## src/gpi_pkg.sv

```systemverilog
// ----------------------------------------------------------------------------
// gpi_pkg: gesture pointer interpolator shared definitions
// Beat structures, opcode/status codes, register indexes and widths.
// ----------------------------------------------------------------------------
package gpi_pkg;

    localparam int COORD_BITS = 12;
    localparam int DUR_BITS   = 11;
    localparam int PROD_BITS  = COORD_BITS + DUR_BITS;
    localparam int CNT_BITS   = $clog2((COORD_BITS > DUR_BITS) ? COORD_BITS : DUR_BITS);
    localparam int CFG_BITS   = 13;
    localparam int PT_BITS    = 12;

    localparam logic [1:0] OP_TICK  = 2'd0;
    localparam logic [1:0] OP_TAP   = 2'd1;
    localparam logic [1:0] OP_SWIPE = 2'd2;
    localparam logic [1:0] OP_OTHER = 2'd3;

    localparam logic [1:0] STS_OK      = 2'd0;
    localparam logic [1:0] STS_BUSY    = 2'd1;
    localparam logic [1:0] STS_INVALID = 2'd2;

    localparam logic KIND_POINT = 1'b0;
    localparam logic KIND_REPLY = 1'b1;

    localparam logic REG_SCREEN_WIDTH  = 1'b0;
    localparam logic REG_SCREEN_HEIGHT = 1'b1;

    localparam logic [CFG_BITS-1:0] SCREEN_RESET = 13'd480;
    localparam logic signed [15:0]  TAP_MS = 16'sd100;
    localparam logic signed [15:0]  MIN_MS = 16'sd20;
    localparam logic signed [15:0]  MAX_MS = 16'sd2000;

    typedef struct packed {
        logic [1:0]         opcode;
        logic [31:0]        now_ms;
        logic [31:0]        request_id;
        logic signed [15:0] from_x;
        logic signed [15:0] from_y;
        logic signed [15:0] to_x;
        logic signed [15:0] to_y;
        logic signed [15:0] span_ms;
    } gpi_in_t;

    typedef struct packed {
        logic               kind;
        logic [PT_BITS-1:0] point_x;
        logic [PT_BITS-1:0] point_y;
        logic               pressed;
        logic [31:0]        reply_id;
        logic [1:0]         status;
        logic               last;
    } gpi_out_t;

    // up to two result beats written into the output queue in one cycle
    typedef struct packed {
        logic [1:0] count;
        gpi_out_t   first;
        gpi_out_t   second;
    } gpi_push_t;

endpackage

```

## src/gesture_pointer_interpolator_top.sv

```systemverilog
// ----------------------------------------------------------------------------
// gesture_pointer_interpolator_top: touch gesture synthesizer
// Commands and gesture-ending ticks write their beats into the result queue as
//   they are accepted; a mid-gesture tick runs 11 multiply steps and 12 divide
//   steps in the serial lanes, plus fixup, queue write and output.
// Throughput: one item per cycle except while a mid-gesture tick is computed
//   (s_ready is held low); three or more queued result beats stall the input.
// Reset: synchronous active-low aresetn; screen size 480x480, no gesture.
// ----------------------------------------------------------------------------
module gesture_pointer_interpolator_top (
    input  logic                              aclk,
    input  logic                              aresetn,
    input  logic                              s_valid,
    output logic                              s_ready,
    input  gpi_pkg::gpi_in_t                  s_data,
    output logic                              m_valid,
    input  logic                              m_ready,
    output gpi_pkg::gpi_out_t                 m_data,
    input  logic                              cfg_we,
    input  logic                              cfg_index,
    input  logic [gpi_pkg::CFG_BITS-1:0]      cfg_wdata
);

    localparam int CB = gpi_pkg::COORD_BITS;
    localparam int EW = gpi_pkg::DUR_BITS;

    localparam logic ST_IDLE = 1'b0;
    localparam logic ST_CALC = 1'b1;

    logic                         state_reg, state_next;
    logic [gpi_pkg::CFG_BITS-1:0] width_reg, height_reg;
    logic                         active_reg, active_next;
    logic                         pressed_reg, pressed_next;
    logic [CB-1:0]                begin_x_reg, begin_y_reg, finish_x_reg, finish_y_reg;
    logic [EW-1:0]                length_reg;
    logic [31:0]                  begin_time_reg, pending_id_reg;

    logic               accept, is_tick, launch, capture;
    logic [31:0]        elapsed;
    logic               finish;
    logic signed [15:0] end_x, end_y, dur;
    logic               args_ok;
    logic               room, done_x, done_y;
    logic [CB-1:0]      lane_x, lane_y;
    gpi_pkg::gpi_push_t push;
    gpi_pkg::gpi_out_t  blank;

    function automatic logic coord_ok(input logic signed [15:0] c,
                                      input logic [gpi_pkg::CFG_BITS-1:0] lim);
        logic [15:0] cu;
        cu = c;
        coord_ok = !cu[15] && ((cu >> CB) == 16'd0) && ({3'b0, lim} > cu);
    endfunction

    assign accept  = s_valid && s_ready;
    assign is_tick = (s_data.opcode == gpi_pkg::OP_TICK);
    assign elapsed = s_data.now_ms - begin_time_reg;
    assign finish  = (elapsed >= {{(32-EW){1'b0}}, length_reg});
    assign launch  = accept && is_tick && active_reg && !finish;
    assign s_ready = (state_reg == ST_IDLE) && room;

    always_comb begin
        if (s_data.opcode == gpi_pkg::OP_TAP) begin
            end_x = s_data.from_x;
            end_y = s_data.from_y;
            dur   = gpi_pkg::TAP_MS;
        end else begin
            end_x = s_data.to_x;
            end_y = s_data.to_y;
            dur   = s_data.span_ms;
        end
        args_ok = coord_ok(s_data.from_x, width_reg) && coord_ok(s_data.from_y, height_reg)
               && coord_ok(end_x, width_reg) && coord_ok(end_y, height_reg)
               && (dur >= gpi_pkg::MIN_MS) && (dur <= gpi_pkg::MAX_MS);
    end

    // decide what each beat produces and how the gesture state moves
    always_comb begin
        blank        = '0;
        push.count   = 2'd0;
        push.first   = blank;
        push.second  = blank;
        state_next   = state_reg;
        active_next  = active_reg;
        pressed_next = pressed_reg;
        capture      = 1'b0;
        if (state_reg == ST_CALC) begin
            if (done_x && done_y) begin
                state_next           = ST_IDLE;
                push.count           = 2'd1;
                push.first.kind      = gpi_pkg::KIND_POINT;
                push.first.point_x   = gpi_pkg::PT_BITS'(lane_x);
                push.first.point_y   = gpi_pkg::PT_BITS'(lane_y);
                push.first.pressed   = pressed_reg;
                push.first.last      = 1'b1;
            end
        end else if (accept) begin
            priority if (is_tick) begin
                if (active_reg && finish) begin
                    // release at the end point, then close the command
                    active_next           = 1'b0;
                    pressed_next          = 1'b0;
                    push.count            = 2'd2;
                    push.first.kind       = gpi_pkg::KIND_POINT;
                    push.first.point_x    = gpi_pkg::PT_BITS'(finish_x_reg);
                    push.first.point_y    = gpi_pkg::PT_BITS'(finish_y_reg);
                    push.second.kind      = gpi_pkg::KIND_REPLY;
                    push.second.reply_id  = pending_id_reg;
                    push.second.status    = gpi_pkg::STS_OK;
                    push.second.last      = 1'b1;
                end else if (active_reg) begin
                    state_next = ST_CALC;
                end
            end else if (active_reg) begin
                push.count          = 2'd1;
                push.first.kind     = gpi_pkg::KIND_REPLY;
                push.first.reply_id = s_data.request_id;
                push.first.status   = gpi_pkg::STS_BUSY;
                push.first.last     = 1'b1;
            end else if (s_data.opcode == gpi_pkg::OP_OTHER || !args_ok) begin
                push.count          = 2'd1;
                push.first.kind     = gpi_pkg::KIND_REPLY;
                push.first.reply_id = s_data.request_id;
                push.first.status   = gpi_pkg::STS_INVALID;
                push.first.last     = 1'b1;
            end else begin
                capture            = 1'b1;
                active_next        = 1'b1;
                pressed_next       = 1'b1;
                push.count         = 2'd1;
                push.first.kind    = gpi_pkg::KIND_POINT;
                push.first.point_x = gpi_pkg::PT_BITS'(s_data.from_x[CB-1:0]);
                push.first.point_y = gpi_pkg::PT_BITS'(s_data.from_y[CB-1:0]);
                push.first.pressed = 1'b1;
                push.first.last    = 1'b1;
            end
        end
    end

    always_ff @(posedge aclk) begin
        if (!aresetn) begin
            state_reg      <= ST_IDLE;
            width_reg      <= gpi_pkg::SCREEN_RESET;
            height_reg     <= gpi_pkg::SCREEN_RESET;
            active_reg     <= 1'b0;
            pressed_reg    <= 1'b0;
            begin_x_reg    <= '0;
            begin_y_reg    <= '0;
            finish_x_reg   <= '0;
            finish_y_reg   <= '0;
            length_reg     <= '0;
            begin_time_reg <= '0;
            pending_id_reg <= '0;
        end else begin
            state_reg   <= state_next;
            active_reg  <= active_next;
            pressed_reg <= pressed_next;
            if (cfg_we) begin
                unique case (cfg_index)
                    gpi_pkg::REG_SCREEN_WIDTH:  width_reg  <= cfg_wdata;
                    gpi_pkg::REG_SCREEN_HEIGHT: height_reg <= cfg_wdata;
                    default: ;
                endcase
            end
            if (capture) begin
                begin_x_reg    <= s_data.from_x[CB-1:0];
                begin_y_reg    <= s_data.from_y[CB-1:0];
                finish_x_reg   <= end_x[CB-1:0];
                finish_y_reg   <= end_y[CB-1:0];
                length_reg     <= dur[EW-1:0];
                begin_time_reg <= s_data.now_ms;
                pending_id_reg <= s_data.request_id;
            end
        end
    end

    gpi_lane u_lane_x (
        .aclk    (aclk),
        .aresetn (aresetn),
        .start   (launch),
        .base    (begin_x_reg),
        .target  (finish_x_reg),
        .elapsed (elapsed[EW-1:0]),
        .span    (length_reg),
        .done    (done_x),
        .point   (lane_x)
    );

    gpi_lane u_lane_y (
        .aclk    (aclk),
        .aresetn (aresetn),
        .start   (launch),
        .base    (begin_y_reg),
        .target  (finish_y_reg),
        .elapsed (elapsed[EW-1:0]),
        .span    (length_reg),
        .done    (done_y),
        .point   (lane_y)
    );

    gpi_outq u_outq (
        .aclk    (aclk),
        .aresetn (aresetn),
        .push    (push),
        .room    (room),
        .m_valid (m_valid),
        .m_ready (m_ready),
        .m_data  (m_data)
    );

endmodule

```

## src/gpi_lane.sv

```systemverilog
// ----------------------------------------------------------------------------
// gpi_lane: one coordinate of the interpolation
// Bit-serial shift-add multiply of |end-start| by elapsed time, then a
// restoring divide by the gesture length one quotient bit per cycle.
// ----------------------------------------------------------------------------
module gpi_lane (
    input  logic                                  aclk,
    input  logic                                  aresetn,
    input  logic                                  start,
    input  logic [gpi_pkg::COORD_BITS-1:0]        base,
    input  logic [gpi_pkg::COORD_BITS-1:0]        target,
    input  logic [gpi_pkg::DUR_BITS-1:0]          elapsed,
    input  logic [gpi_pkg::DUR_BITS-1:0]          span,
    output logic                                  done,
    output logic [gpi_pkg::COORD_BITS-1:0]        point
);

    localparam int CB = gpi_pkg::COORD_BITS;
    localparam int EW = gpi_pkg::DUR_BITS;
    localparam int PW = gpi_pkg::PROD_BITS;

    localparam logic [1:0] PH_IDLE = 2'd0;
    localparam logic [1:0] PH_MUL  = 2'd1;
    localparam logic [1:0] PH_DIV  = 2'd2;
    localparam logic [1:0] PH_FIX  = 2'd3;

    logic [1:0]                   phase_reg, phase_next;
    logic                         done_reg, done_next;
    logic [gpi_pkg::CNT_BITS-1:0] cnt_reg, cnt_next;
    logic [PW-1:0]                prod_reg, prod_next;
    logic [CB-1:0]                base_reg, mag_reg, point_reg;
    logic [EW-1:0]                span_reg;
    logic                         neg_reg;

    logic [CB:0]   diff;
    logic          diff_neg;
    logic [CB-1:0] diff_mag;
    logic [CB:0]   mul_sum;
    logic [EW:0]   div_trial;
    logic          div_ge;
    logic [EW:0]   div_rem;

    always_comb begin
        diff     = {1'b0, target} - {1'b0, base};
        diff_neg = diff[CB];
        diff_mag = diff_neg ? CB'(-diff) : diff[CB-1:0];
        mul_sum  = {1'b0, prod_reg[PW-1:EW]} + (prod_reg[0] ? {1'b0, mag_reg} : '0);
        div_trial = {prod_reg[PW-1:CB], prod_reg[CB-1]};
        div_ge    = (div_trial >= {1'b0, span_reg});
        div_rem   = div_ge ? (div_trial - {1'b0, span_reg}) : div_trial;
    end

    always_comb begin
        phase_next = phase_reg;
        cnt_next   = cnt_reg;
        prod_next  = prod_reg;
        done_next  = 1'b0;
        unique case (phase_reg)
            PH_IDLE: begin
                if (start) begin
                    phase_next = PH_MUL;
                    cnt_next   = '0;
                    prod_next  = {{CB{1'b0}}, elapsed};
                end
            end
            PH_MUL: begin
                // add the multiplicand under the low bit, shift right
                prod_next = {mul_sum, prod_reg[EW-1:1]};
                cnt_next  = cnt_reg + 1'b1;
                if (cnt_reg == gpi_pkg::CNT_BITS'(EW - 1)) begin
                    phase_next = PH_DIV;
                    cnt_next   = '0;
                end
            end
            PH_DIV: begin
                // remainder sits in the top bits, quotient shifts in at the bottom
                prod_next = {div_rem[EW-1:0], prod_reg[CB-2:0], div_ge};
                cnt_next  = cnt_reg + 1'b1;
                if (cnt_reg == gpi_pkg::CNT_BITS'(CB - 1)) begin
                    phase_next = PH_FIX;
                end
            end
            PH_FIX: begin
                phase_next = PH_IDLE;
                done_next  = 1'b1;
            end
            default: phase_next = PH_IDLE;
        endcase
    end

    always_ff @(posedge aclk) begin
        if (!aresetn) begin
            phase_reg <= PH_IDLE;
            done_reg  <= 1'b0;
            cnt_reg   <= '0;
        end else begin
            phase_reg <= phase_next;
            done_reg  <= done_next;
            cnt_reg   <= cnt_next;
        end
    end

    always_ff @(posedge aclk) begin
        prod_reg <= prod_next;
        if (phase_reg == PH_IDLE && start) begin
            base_reg <= base;
            neg_reg  <= diff_neg;
            mag_reg  <= diff_mag;
            span_reg <= span;
        end
        if (phase_reg == PH_FIX) begin
            point_reg <= neg_reg ? (base_reg - prod_reg[CB-1:0])
                                 : (base_reg + prod_reg[CB-1:0]);
        end
    end

    assign done  = done_reg;
    assign point = point_reg;

endmodule

```

## src/gpi_outq.sv

```systemverilog
// ----------------------------------------------------------------------------
// gpi_outq: result beat queue
// Four-entry queue that takes up to two beats per cycle and drives m_ side.
// ----------------------------------------------------------------------------
module gpi_outq (
    input  logic              aclk,
    input  logic              aresetn,
    input  gpi_pkg::gpi_push_t push,
    output logic              room,
    output logic              m_valid,
    input  logic              m_ready,
    output gpi_pkg::gpi_out_t m_data
);

    gpi_pkg::gpi_out_t slot_reg [4];
    logic [1:0] wr_ptr_reg, wr_ptr_next;
    logic [1:0] rd_ptr_reg, rd_ptr_next;
    logic [2:0] count_reg, count_next;
    logic       pop;
    logic [1:0] wr_ptr_plus;

    assign pop         = m_valid && m_ready;
    assign wr_ptr_plus = wr_ptr_reg + 2'd1;

    always_comb begin
        wr_ptr_next = wr_ptr_reg + push.count;
        rd_ptr_next = rd_ptr_reg + {1'b0, pop};
        count_next  = count_reg + {1'b0, push.count} - {2'b0, pop};
    end

    always_ff @(posedge aclk) begin
        if (!aresetn) begin
            wr_ptr_reg <= '0;
            rd_ptr_reg <= '0;
            count_reg  <= '0;
        end else begin
            wr_ptr_reg <= wr_ptr_next;
            rd_ptr_reg <= rd_ptr_next;
            count_reg  <= count_next;
        end
    end

    always_ff @(posedge aclk) begin
        if (push.count != 2'd0) begin
            slot_reg[wr_ptr_reg] <= push.first;
        end
        if (push.count == 2'd2) begin
            slot_reg[wr_ptr_plus] <= push.second;
        end
    end

    assign room    = (count_reg <= 3'd2);
    assign m_valid = (count_reg != 3'd0);
    assign m_data  = slot_reg[rd_ptr_reg];

endmodule

```

## config.mk

```make
export PLATFORM = sky130hd
export DESIGN_NAME = gesture_pointer_interpolator_top
export DESIGN_NICKNAME = d
export VERILOG_FILES = /design/src/gpi_pkg.sv /design/src/gesture_pointer_interpolator_top.sv /design/src/gpi_lane.sv /design/src/gpi_outq.sv
export SDC_FILE = /design/constraint.sdc
export NUM_CORES = 1
export LEC_CHECK = 0
export ABC_AREA = 1
export BUFFER_PORTS_ARGS = -buffer_cell sky130_fd_sc_hd__buf_2
export CAP_MARGIN = 40
export CORE_MARGIN = 3
export CORE_UTILIZATION = 56
export CTS_BUF_LIST = sky130_fd_sc_hd__clkbuf_16
export CTS_CLUSTER_DIAMETER = 150
export DETAILED_ROUTE_END_ITERATION = 10
export GPL_ROUTABILITY_DRIVEN = 0
export PLACE_DENSITY_LB_ADDON = 0.2
export SLEW_MARGIN = 15
export SYNTH_ARGS = -nofsm -noshare
export SYNTH_HDL_FRONTEND = slang
export SYNTH_SLANG_ARGS = --single-unit
```

## constraint.sdc

```tcl
create_clock -name aclk -period 5.26 [get_ports aclk]
set_clock_uncertainty 0.15 [all_clocks]
set_input_delay 1.052 -clock aclk [delete_from_list [all_inputs] [get_ports aclk]]
set_output_delay 1.052 -clock aclk [all_outputs]
set_load 0.05 [all_outputs]
```

-- After elaboration in Yosys (flattened, before gate mapping)
Memory sizes are Yosys's and may differ from the RTL's. A register that Yosys moved wholly into a read port is not among the register bits.
Cells that the tools add are included.
- bits in registers: 315
- memory bits (writable): 244
- bits of input ports: 165
- output and inout bits: 63
- word-level logic and storage cells: 209
- memories: 1
- memory list (name ; words ; width ; rd ports ; clocked after memory_dff ; write ports ; RTL line ; RTL):
    u_outq.slot_reg ; 4 ; 61 ; 1 ; 1 ; 2 ; gpi_outq.sv:15 ; gpi_pkg::gpi_out_t slot_reg [4];
- $add $sub $neg: 20
- $lt $le $gt $ge: 10
- equal/unequal tests: 22
- mux-type cells: 72
- bitwise logic cells: 2
- reductions and logical operators: 49
- operators by type and width (operator ; number):
    $mux W35 ; 5
    $pmux W23 S3 ; 2
    $mux W27 ; 3
    $mux W12 ; 6
    $mux W34 ; 2
    $gt A13 B16 Y1 ; 4
    $logic_not A16 Y1 ; 4
    $mux W64 ; 1
    $mux W25 ; 2
    $mux W16 ; 3
    $mux W36 ; 1
    $ge A32 B11 Y1 ; 1
    $sub A32 B32 Y32 ; 1
    $mux W1 ; 30
    $mux W28 ; 1
    $add A12 B12 Y13 ; 2
    $sub A12 B12 Y13 ; 2
    $add A12 B12 Y12 ; 2
    $ge A12 B11 Y1 ; 2
    $neg A12 Y12 ; 2
    $pmux W4 S3 ; 2
    $sub A12 B12 Y12 ; 2
    $logic_and A1 B1 Y1 ; 23
    $mux W23 ; 1
    28 further kinds ; 71

-- Longest topological paths before layout
- depth in word-level cells: 19
- gate-level depth with buffers: 31
- gate-level depth less buffers: 30

-- Hierarchy
From an unflattened synthesis, not the netlist that was laid out.
- cells, all modules: 4803
- area, all modules: 35713.0 sq um
- by module, submodules not included (module ; times used ; cells each ; area an instance (sq um) ; sequential area each (sq um)):
    gpi_outq ; 1 ; 1256 ; 12106.6 ; 7467.2
    gesture_pointer_interpolator_top ; 1 ; 1915 ; 11235.8 ; 3042.9
    gpi_lane at u_lane_y ; 1 ; 814 ; 6232.2 ; 2272.2
    gpi_lane at u_lane_x ; 1 ; 818 ; 6138.4 ; 2272.2

-- Least setup slack after synthesis
OpenSTA, ideal clock, no wires.
- path type: input -> register
- start point: in s_data[112] (netlist bit)
- end point: reg u_lane_x.base_reg[0], enable pin
- setup time: 0.429 ns
- data arrival time: 5.095 ns
- setup slack: -0.415 ns
- stages on the path: 22
- path through: inv_1 -> ha_1 -> fa_1 -> inv_1 -> nand2_1 -> a21oi_1 -> xor2_1 -> ha_1 -> nand2_1 -> nor2_1 -> and2_1 -> nor2_1 -> nand2_1 -> nand2_1 -> nand2_1 -> nand2_1 -> o21ai_0 -> nor4_1 -> nand2_1 -> nor3_1 -> nand4_1 -> nor2_1
- longest elaborated chain between the ends: 5
- ends and longest elaborated chain (item ; RTL line ; RTL):
    start: declaration ; gesture_pointer_interpolator_top.sv:15 ; input gpi_pkg::gpi_in_t s_data,
    $sub A32 B32 Y32 ; gesture_pointer_interpolator_top.sv:57 ; assign elapsed = s_data.now_ms - begin_time_reg;
    $ge A32 B11 Y1 ; gesture_pointer_interpolator_top.sv:58 ; assign finish = (elapsed >= {{(32-EW){1'b0}}, length_reg});
    $logic_not A1 Y1 ; gesture_pointer_interpolator_top.sv:59 ; assign launch = accept && is_tick && active_reg && !finish;
    $logic_and A1 B1 Y1 ; gesture_pointer_interpolator_top.sv:59 ;
    $logic_and A1 B1 Y1 ; gpi_lane.sv:105 ; if (phase_reg == PH_IDLE && start) begin
    end signal: assignment ; gpi_lane.sv:106 ; base_reg <= base;
    end: declaration ; gpi_lane.sv:31 ; logic [CB-1:0] base_reg, mag_reg, point_reg;
Every way passes these cells.
A chain may end at the register's enable or synchronous reset.

-- Worst setup path in the final report
- start point: in s_data[112] (netlist bit)
- end point: reg u_lane_y.prod_reg[13], enable pin
- longest elaborated chain between the ends: 6
- ends and longest elaborated chain (item ; RTL line ; RTL):
    $sub A32 B32 Y32 ; gesture_pointer_interpolator_top.sv:57 ;
    $ge A32 B11 Y1 ; gesture_pointer_interpolator_top.sv:58 ;
    $logic_not A1 Y1 ; gesture_pointer_interpolator_top.sv:59 ;
    $logic_and A1 B1 Y1 ; gesture_pointer_interpolator_top.sv:59 ;
    $ne A2 B2 Y1 (no source line) ; - ;
    $reduce_and A2 Y1 (no source line) ; - ;
    end signal: assignment ; gpi_lane.sv:104 ; prod_reg <= prod_next;
    end: declaration ; gpi_lane.sv:30 ; logic [PW-1:0] prod_reg, prod_next;
Every way passes these cells.

==> out/qor.yml <==
dp_cells: 5276
yosysTopAreaCell: "edfxtp_1"
grt_overflow: 0
required_ns: 5.45
instances_no_fill: 5417
worstPathMaxFanout: 21
dr.pass1.iters: 7
htreeDepth: 2
wire_per_inst_um: 19.0
ys_warn_count: 0
syn_inst: 4410
slew_viol_final: 0
ys_ff_latch: 559
hold_violations: 0
hpwlAfterDp_mm: 72.7
post-synth-top-count-cell: "nand2_1"
timing.hold.ws_ns: 0.281
ys_seq_area_share_pct: 41.8
start_util_pct: 57.3
setup.worst_path.start_class: "input pin"
status: "complete, no violations"
port_buffers: 227
core-area_um2: 58400
fp-row-count: 88
vdd_drop_max_v: 0.000421
syn_to_final_growth_pct: 12.6
crit_path_end_kind: "flip-flop"
arrival_ns: 4.81
grt_pass1_wl_mm: 159
ys_top_cells_by_area: "edfxtp_1, dfxtp_1, nand2_1"
antenna_found_initial: 36
synth_cell_types: 54
nFillCells: 5150
utilization_pct: 64.5
nets: 4960
largest_reg_flops: 244
antenna_left: 0
grt_use_total_pct: 31.8
grt_pass1_vias: 29000
rsz0062_at_grt: "false"
synth.avg_cell_area_um2: 7.58
synth_edf_count: 278
min_period_over_period_pct: 88.0
cts-root-buf: "clkbuf_16"
cts.path.max_buffers: 3
layout-drive-gt1-share_pct: 9.71
async_flop_share_pct: 0
relSlewSlack_pct: 39.6
vias: 31200
cts_tree: "done"
die_w_um: 250
worst_slew_pin_slew_ns: 0.905
die_area_um2: 62700
post_cts_resized: 0
wirelength_mm: 103
max_freq_ghz: 0.216
grt_max_degree: 83
netlist_area_um2: 33400
vias_per_cell: 5.76
postCtsSetupRepairBufs: 0
drtIter0Drc: 3478
p_per_area_nw_per_um2: 331
numCtsBuffers: 60
clk_pin_slew_ns: 0.06
finalSetupViolCount: 0
p_leak_uw: 0.0170
min_period_ns: 4.63
synth_nets: 4795
die_h_um: 250
cts_hold_buffers: 0
worstSkewPairLatency_ns: 0.64
drcViolationCount: 0
synthTopCellsByCount: "nand2_1, inv_1, o21ai_0"
clock_sinks: 559
io_pins: 228
synthFlopType: "dfxtp_1"
worstSetupPathType: "input pin to flip-flop"
hold_path_class: "flip-flop to flip-flop"
synth_top_cell_area_share_pct: 25.0
max_cap_violations: 0
==> path summary, 6_finish.rpt <==
kind	from	endpoint	slack, ns	cells after the start
min reg2reg	begin_x_reg[6]	u_lane_x.base_reg[6]	0.28	0
min	begin_x_reg[6]	u_lane_x.base_reg[6]	0.28	0
max reg2reg	begin_time_reg[7]	u_lane_y.prod_reg[13]	0.82	22
max	s_data[112]	u_lane_y.prod_reg[13]	0.63	28
==> per-layer routing <==
metal / global-route usage, % / part of all wire (%) / up-vias
met5: 0 / 0.10 / -
met3: 7.56 / 12 / 275
met4: 12.8 / 4.1 / 16
met2: 48.7 / 43 / 1611
met1: 43.6 / 40 / 14200
li1: - / - / 15000
==> through the flow <==
stage                     TNS [ns]  power, uW  cell area, um^2  setup slack (ns)
after global placement           0       8200            35600             0.125
final                            0      12400            37600             0.634
after detailed placement         0       8240            35600            0.0146
after CTS                        0      12400            37500             0.662
after global routing             0      12900            37600             0.281
after floorplan             -29.86       7280            33400            -0.415
==> power breakdown <==
part | total [uW] | switching (uW) | internal (uW)
sequential | 4920 | 139 | 4780
clock | 4250 | 1810 | 2440
combinational | 3270 | 2480 | 797
total | 12400 | 4430 | 8020
==> worst max-delay path, cell delays in order <==
cell,delay (ns)
buf_2,0.07
inv_1,0.04
ha_1,0.22
fa_1,0.41
inv_1,0.09
nand2_1,0.07
a21oi_1,0.22
xor2_1,0.24
ha_1,0.27
nand2_1,0.06
nor2_1,0.04
and2_1,0.13
nor2_1,0.08
nand2_1,0.06
nand2_1,0.06
nand2_1,0.06
nand2_1,0.08
nand3_1,0.08
nor2_1,0.11
nand2_1,0.06
nor2_1,0.16
nand3_2,0.15
buf_4,0.27
o21ai_1,0.18
buf_4,0.15
nand2_1,0.07
inv_2,0.13
buf_12,0.18
==> cell type report <==
class                      count  area, um^2  area share [%]
antenna                       26        65.1           0.173
tap                          765         957            2.54
multi-input combinational   3145       16700            44.4
clock buffer                  61        1530            4.06
inverter                     508        1910            5.08
sequential                   559       14000            37.2
timing repair buffer         301        2050            5.45
clock inverter                52         435            1.16
==> cells by family after synthesis <==
family	after synthesis	synth area share (%)
adder cells (fa/ha/maj)	220	8.46
XOR/XNOR	111	2.91
AND/OR/NAND/NOR	1871	23.2
buffers and inverters	706	8.33
AO/OA/AOI/OAI	943	15.3
flip-flops	559	41.8
==> cell usage in the layout, fill, tap and decap left out, types with 12 or more instances in the layout <==
master     Yosys  final
edfxtp_1     278    278
o211a_1       22     22
buf_2         59    226
nand2_1     1051   1051
o22ai_1       73     73
o21bai_1      12     12
nand4_1       44     44
xnor2_1       27     27
diode_2        0     26
ha_1         210    210
o211ai_1      16     16
o21ai_0      422    422
nor2_1       418    415
clkbuf_16      0     61
a21oi_1      279    279
dfxtp_1      281    279
nand3_1      262    261
inv_2         15     16
o21ai_1       77     77
buf_4         13     44
buf_12         0     28
nor3_1        33     33
clkinv_1       1     14
xor2_1        84     84
inv_1        492    506
Note: power is estimated with default switching activity, not from simulation.
